**config.mk**
```make
export PLATFORM = sky130hd
export DESIGN_NAME = pgq_heading_lane
export DESIGN_NICKNAME = d
export VERILOG_FILES = /design/src/hw/rtl/pgq_pkg.sv /design/src/hw/rtl/pgq_divider.sv /design/src/hw/rtl/pgq_heading_lane.sv
export SDC_FILE = /design/constraint.sdc
export NUM_CORES = 2
export LEC_CHECK = 0
export BUFFER_PORTS_ARGS = -buffer_cell sky130_fd_sc_hd__buf_2
export CAP_MARGIN = 40
export CORE_MARGIN = 2
export CORE_UTILIZATION = 34
export CTS_CLUSTER_DIAMETER = 150
export DETAILED_ROUTE_END_ITERATION = 10
export GPL_TIMING_DRIVEN = 0
export PLACE_DENSITY_LB_ADDON = 0.1
export SLEW_MARGIN = 20
export SYNTH_ARGS = -nofsm -noshare
export SYNTH_HDL_FRONTEND = slang
export SYNTH_SLANG_ARGS = --single-unit
```
**constraint.sdc**
```tcl
create_clock -name clk -period 6.4 [get_ports clk]
set_clock_uncertainty 0.05 [all_clocks]
set_input_delay 0.64 -clock clk [delete_from_list [all_inputs] [get_ports clk]]
set_output_delay 0.64 -clock clk [all_outputs]
set_load 0.005 [all_outputs]
```
**src/hw/rtl/pgq_pkg.sv**
```systemverilog
// shared constants and types for the pose grid quantizer
// used by every module of the block but the divider, no dependencies of its own
package pgq_pkg;

  localparam int DIV_W   = 31;  // quotient bits, one divider step per stage
  localparam int CELL_W  = 24;
  localparam int BINS_W  = 11;
  localparam int PHASE_W = 16;
  localparam int BIN_W   = 10;
  localparam int POS_W   = 32;
  localparam int CFG_W   = 24;

  localparam logic [BINS_W-1:0] MAX_HEADING_BINS = 11'd1024;
  localparam logic [BINS_W-1:0] MIN_HEADING_BINS = 11'd2;
  localparam logic [CELL_W-1:0] CELL_SIZE_RESET  = 24'd2560;
  localparam logic [BINS_W-1:0] HEADING_BINS_RESET = 11'd16;

  // per stage load enables for stages 0 .. DIV_W of a lane
  typedef logic [DIV_W:0] lane_en_t;

  typedef enum logic [0:0] {
    REG_CELL_SIZE    = 1'b0,
    REG_HEADING_BINS = 1'b1
  } cfg_idx_t;

  typedef enum logic [0:0] {
    CMD_TO_GRID       = 1'b0,
    CMD_TO_CONTINUOUS = 1'b1
  } cmd_t;

endpackage

```
**src/hw/rtl/pgq_divider.sv**
```systemverilog
// pipelined restoring divider, one quotient bit per stage
// stage enables come from the block's pipeline control; depends on nothing else
module pgq_divider #(
  parameter int NUM_W = 31,
  parameter int DEN_W = 24
) (
  input  logic             clk,
  input  logic [NUM_W:0]   en,
  input  logic [NUM_W-1:0] num,
  input  logic [DEN_W-1:0] den,
  output logic [NUM_W-1:0] quo
);

  logic [DEN_W-1:0] pr [1:NUM_W];
  logic [NUM_W-1:0] nq [1:NUM_W];
  logic [DEN_W-1:0] dv [1:NUM_W];

  for (genvar j = 1; j <= NUM_W; j++) begin : g_stage
    logic [DEN_W-1:0] pr_prev;
    logic [NUM_W-1:0] nq_prev;
    logic [DEN_W-1:0] dv_prev;
    logic [DEN_W:0]   trial;
    logic [DEN_W:0]   diff;
    logic             ge;

    if (j == 1) begin : g_first
      assign pr_prev = '0;
      assign nq_prev = num;
      assign dv_prev = den;
    end else begin : g_next
      assign pr_prev = pr[j-1];
      assign nq_prev = nq[j-1];
      assign dv_prev = dv[j-1];
    end

    // shift in the next dividend bit, subtract when it fits
    assign trial = {pr_prev, nq_prev[NUM_W-1]};
    assign ge    = trial >= {1'b0, dv_prev};
    assign diff  = trial - {1'b0, dv_prev};

    always_ff @(posedge clk) begin
      if (en[j]) begin
        pr[j] <= ge ? diff[DEN_W-1:0] : trial[DEN_W-1:0];
        nq[j] <= {nq_prev[NUM_W-2:0], ge};
        dv[j] <= dv_prev;
      end
    end
  end

  assign quo = nq[NUM_W];

endmodule

```
**src/hw/rtl/pgq_heading_lane.sv**
```systemverilog
// heading lane: phase to bin by one multiply, bin to phase by pipelined division
// uses pgq_pkg and pgq_divider
module pgq_heading_lane
  import pgq_pkg::*;
(
  input  logic               clk,
  input  lane_en_t           en,
  input  logic [PHASE_W-1:0] phase,
  input  logic [BIN_W-1:0]   index,
  input  logic [BINS_W-1:0]  bin_count,
  output logic [BIN_W-1:0]   bin,
  output logic [PHASE_W-1:0] bin_phase
);

  localparam int PROD_W = BINS_W + PHASE_W;

  logic [DIV_W-1:0]  num0;
  logic [BINS_W-1:0] den0;
  logic [PROD_W-1:0] prod0;

  logic [BIN_W-1:0]  bin_s [1:DIV_W];

  logic [PROD_W-1:0] rnd;
  logic [BINS_W-1:0] t;
  logic [DIV_W-1:0]  quo;

  always_ff @(posedge clk) begin
    if (en[0]) begin
      num0  <= {{(DIV_W-BIN_W-PHASE_W){1'b0}}, index, {PHASE_W{1'b0}}};
      den0  <= bin_count;
      prod0 <= bin_count * phase;
    end
  end

  pgq_divider #(
    .NUM_W(DIV_W),
    .DEN_W(BINS_W)
  ) u_div (
    .clk(clk),
    .en (en),
    .num(num0),
    .den(den0),
    .quo(quo)
  );

  // bin = round(n*phase / turn), and a full turn folds back to bin zero
  always_comb begin
    rnd = prod0 + {{(PROD_W-PHASE_W){1'b0}}, 1'b1, {(PHASE_W-1){1'b0}}};
    t   = rnd[PROD_W-1:PHASE_W];
  end

  always_ff @(posedge clk) begin
    if (en[1]) begin
      bin_s[1] <= (t == den0) ? '0 : t[BIN_W-1:0];
    end
    for (int k = 2; k <= DIV_W; k++) begin
      if (en[k]) begin
        bin_s[k] <= bin_s[k-1];
      end
    end
  end

  assign bin       = bin_s[DIV_W];
  assign bin_phase = quo[PHASE_W-1:0];

endmodule

```
==> flow_metrics.tcl <==
set metrics [dict create \
    crit_family "adder cells" \
    ctsHtreeMaxLevel 4 \
    cts_buffers 144 \
    tightestPinTransition_ns 0.8006 \
    p_comb_share_pct 34.4 \
    max_freq_mhz 165.9 \
    start_util_pct 34.22 \
    setup_violations 0 \
    wl_per_cell_um 16.59 \
    dieHeight_um 427.7 \
    yosysWarnings 0 \
    core_um2 178400 \
    vias_per_cell 4.644 \
    finalNetCount 5444 \
    num_vias 33861 \
    final_max_slew_viol_count 0 \
    root_buffer "clkbuf_16" \
    cp_cell_sequence "buf_2 > clkbuf_1 > nand2_1 > fa_1 > fa_1 > inv_1 > fa_1 > fa_1 > inv_1 > fa_1 > inv_1 > ha_1 > a21oi_1 > o21ai_0 > nor2_1 > a211oi_1 > or2_1 > a41o_1 > or4b_1 > nand3_1" \
    p_switching_uw 9892 \
    grt_pass1_vias 34899 \
    intPower_uw 20750 \
    grt_pass1_wl_um 192800 \
    synthArstFlopShare_pct 0 \
    p_total_uw 30640 \
    synth_edf_count 1234 \
    pwr-share-clk_pct 26.9 \
    avgSynthCellArea_um2 13.42 \
    tns_ns 0 \
    grt_max_degree 37 \
    critical_path_class "primary input to flop" \
    min_period_over_period_pct 94.18 \
    synthesis.area_um2 61050 \
    routed_wl_um 121000 \
    p_per_area_nw_per_um2 437.9 \
    clk_latency_ns 0.77 \
    grt_antenna_before_repair 5 \
    relSlewSlack_pct 46.63 \
    dp_hpwl_um 90270 \
    drcViolationCount 0 \
    drt-initial-drc-count 1524 \
    clkTransAtPathRegs_ns 0.06 \
    first_pass_iters 5 \
    cp.arrival_ns 6.61 \
    place_congestion 0.8054 \
    start_kind "primary input" \
    critPathMaxFanout 10 \
    syn_inst 4548 \
    slowest_delay_ns 0.56 \
    io_buffers 94 \
    maxCapViolCount 0 \
    outcome "finished, final reports clean" \
    overflow 0 \
    area_growth_pct 14.61 \
    p_seq_share_pct 38.7 \
    layout-drive-gt1-share_pct 11.41 \
    worst_path_max_delay_cell "fa_1" \
    cts_tree "yes" \
    die-area_um2 183000 \
    ys_seq_area_share_pct 60.70 \
    synth.distinct_cells 70 \
    min_period_ns 6.027 \
    syn_nets 5164 \
    cts_sinks 1234 \
    rsz0062_at_grt "false" \
    p_leak_uw 0.02762 \
    min_path_type "primary input to flop" \
    peakVddDrop_uv 224.9 \
    ys_ff_latch 1234 \
    hold_viol_final 0 \
    cp.buffers_inverters 5 \
    crit_required_ns 6.98 \
    rows 155 \
    cts_buffer_depth 3 \
    ant_nets 0 \
    endpoint_kind "flop" \
    cts_resized 0 \
    die_x_um 427.7 \
    boundaryPins 96 \
    crit_path_frequent_cell "fa_1" \
    synth_ff_type "edfxtp_1" \
    grt_usage_pct 13.42 \
    p_sw_share_pct 32.28 \
]
## power groups by stage
stage / Combinational [uW] / Clock (uW) / Sequential, uW
global route: 12100 / 8850 / 12000
global placement: 10500 / 0 / 12100
floorplan: 8250 / 0 / 11600
finish: 10500 / 8240 / 11900
detailed placement: 10600 / 0 / 12100
CTS: 10700 / 8550 / 11900
## cells by family after synthesis
family / Yosys count / share of synthesized area, %
flip-flops: 1234 / 60.70
AND/OR/NAND/NOR: 1026 / 8.686
AO/OA/AOI/OAI: 702 / 7.220
buffers and inverters: 677 / 4.411
adder cells (fa/ha/maj): 546 / 13.07
XOR/XNOR: 184 / 2.640
multiplexers: 179 / 3.273
## Yosys cell counts, types with 10 or more instances
cell | number | area (um^2)
edfxtp_1 | 1234 | 37060
inv_1 | 610 | 2290
ha_1 | 393 | 4917
nand2_1 | 307 | 1152
o21ai_0 | 199 | 996.0
nor2_1 | 183 | 686.9
a21oi_1 | 153 | 765.7
fa_1 | 153 | 3063
mux2_2 | 130 | 1464
nor2b_1 | 106 | 663.1
xnor2_1 | 106 | 928.4
and2_1 | 91 | 569.3
xor2_1 | 78 | 683.2
a21o_1 | 62 | 465.5
nand4_1 | 61 | 381.6
o21a_1 | 60 | 450.4
nand3_1 | 50 | 250.2
nor3_1 | 49 | 245.2
o31ai_1 | 39 | 292.8
o21ai_1 | 37 | 185.2
mux2i_1 | 35 | 350.3
nor4_1 | 35 | 219.0
a31oi_1 | 30 | 187.7
clkbuf_1 | 29 | 108.9
nand2b_1 | 20 | 125.1
nand4b_1 | 20 | 175.2
or3_1 | 20 | 125.1
a211o_1 | 19 | 166.4
a21boi_0 | 18 | 135.1
o31a_1 | 18 | 157.7
buf_4 | 17 | 127.6
nor2_2 | 17 | 106.4
a21boi_1 | 16 | 120.1
or4b_2 | 16 | 160.2
buf_2 | 10 | 50.05
buf_6 | 10 | 112.6
o22ai_1 | 10 | 62.56
or2_2 | 10 | 62.56
or4_1 | 10 | 75.07
## layer usage
metal  GRT usage [%]  vias up  part of all wire (%)
li1                -    16906                     -
met1           16.68    16300                    44
met2           23.58      450                    50
met3           2.472      199                   3.3
met4           4.123        6                   2.5
met5               0        -                 0.033
## cells in the final DEF, fill, tap and decap left out, types with 60 or more instances in the layout
master	n
o21ai_0	199
a21oi_1	153
nor2_1	183
a21o_1	62
edfxtp_1	1234
xor2_1	78
nor2b_1	106
clkbuf_16	144
nand4_1	61
fa_1	153
o21a_1	60
xnor2_1	106
buf_2	105
ha_1	393
inv_1	610
mux2_2	130
nand2_1	307
and2_1	91
## worst reg2reg max path, stage by stage, from the launching register on
cell      delay [ns]
edfxtp_1        0.41
ha_1            0.36
nor2b_1         0.14
o21ai_0         0.30
a21oi_1         0.14
o31ai_1         0.37
a21oi_1         0.14
nor2_2          0.38
buf_2           0.33
o21ai_0         0.15
## repair_timing
action                    CTS  global route
hold endpoints to repair   10             0
hold buffers               10             0
setup buffers               0             0
## registers in the layout, indices dropped and copies added (netlist names)
register,count
num0,10
u_div.pr,330
bin_s,310
den0,11
prod0,12
u_div.nq,231
u_div.dv,330
## worst paths after layout
| path | start | end | slack (ns) | cells past startpoint |
|---|---|---|---|---|
| worst max register to register | u_div.pr[5][1] | u_div.pr[6][0] | 3.36 | 9 |
| worst min-delay path | en[12] | u_div.dv[0][134] | 0.11 | 1 |
| worst max-delay path | bin_count[4] | prod0[24] | 0.37 | 20 |
| worst min register to register | u_div.nq[0][714] | u_div.nq[0][746] | 0.35 | 0 |
## layout make-up
class	instances	area (um^2)
flip-flops and latches	1234	37060
clock inverters	89	1116
repair buffers	134	1171
plain buffers	66	399.1
multi-input cells	2637	21300
fillers	16890	108500
inverters	611	2293
well taps	2355	2947
diodes	1	2.502
clock buffers	165	3682
## stage by stage
| stage | worst slack, ns | instances | util, % | cell area, um^2 | hold WS (ns) |
|---|---|---|---|---|---|
| 3_3_place_gp | -0.4167 | 6997 | 36.13 | 64470 | 0.3508 |
| 4_1_cts | 0.4037 | 7284 | 39.14 | 69840 | 0.09542 |
| 5_1_grt | 0.1042 | 7292 | 39.21 | 69970 | 0.05240 |
| 6_report | 0.3726 | 7292 | 39.21 | 69970 | 0.1139 |
| 3_5_place_dp | -0.4264 | 7020 | 36.40 | 64940 | 0.3545 |
| 2_1_floorplan | 0.7256 | 4548 | - | 61050 | 0.3503 |
Note: power is estimated with default switching activity, not from simulation.
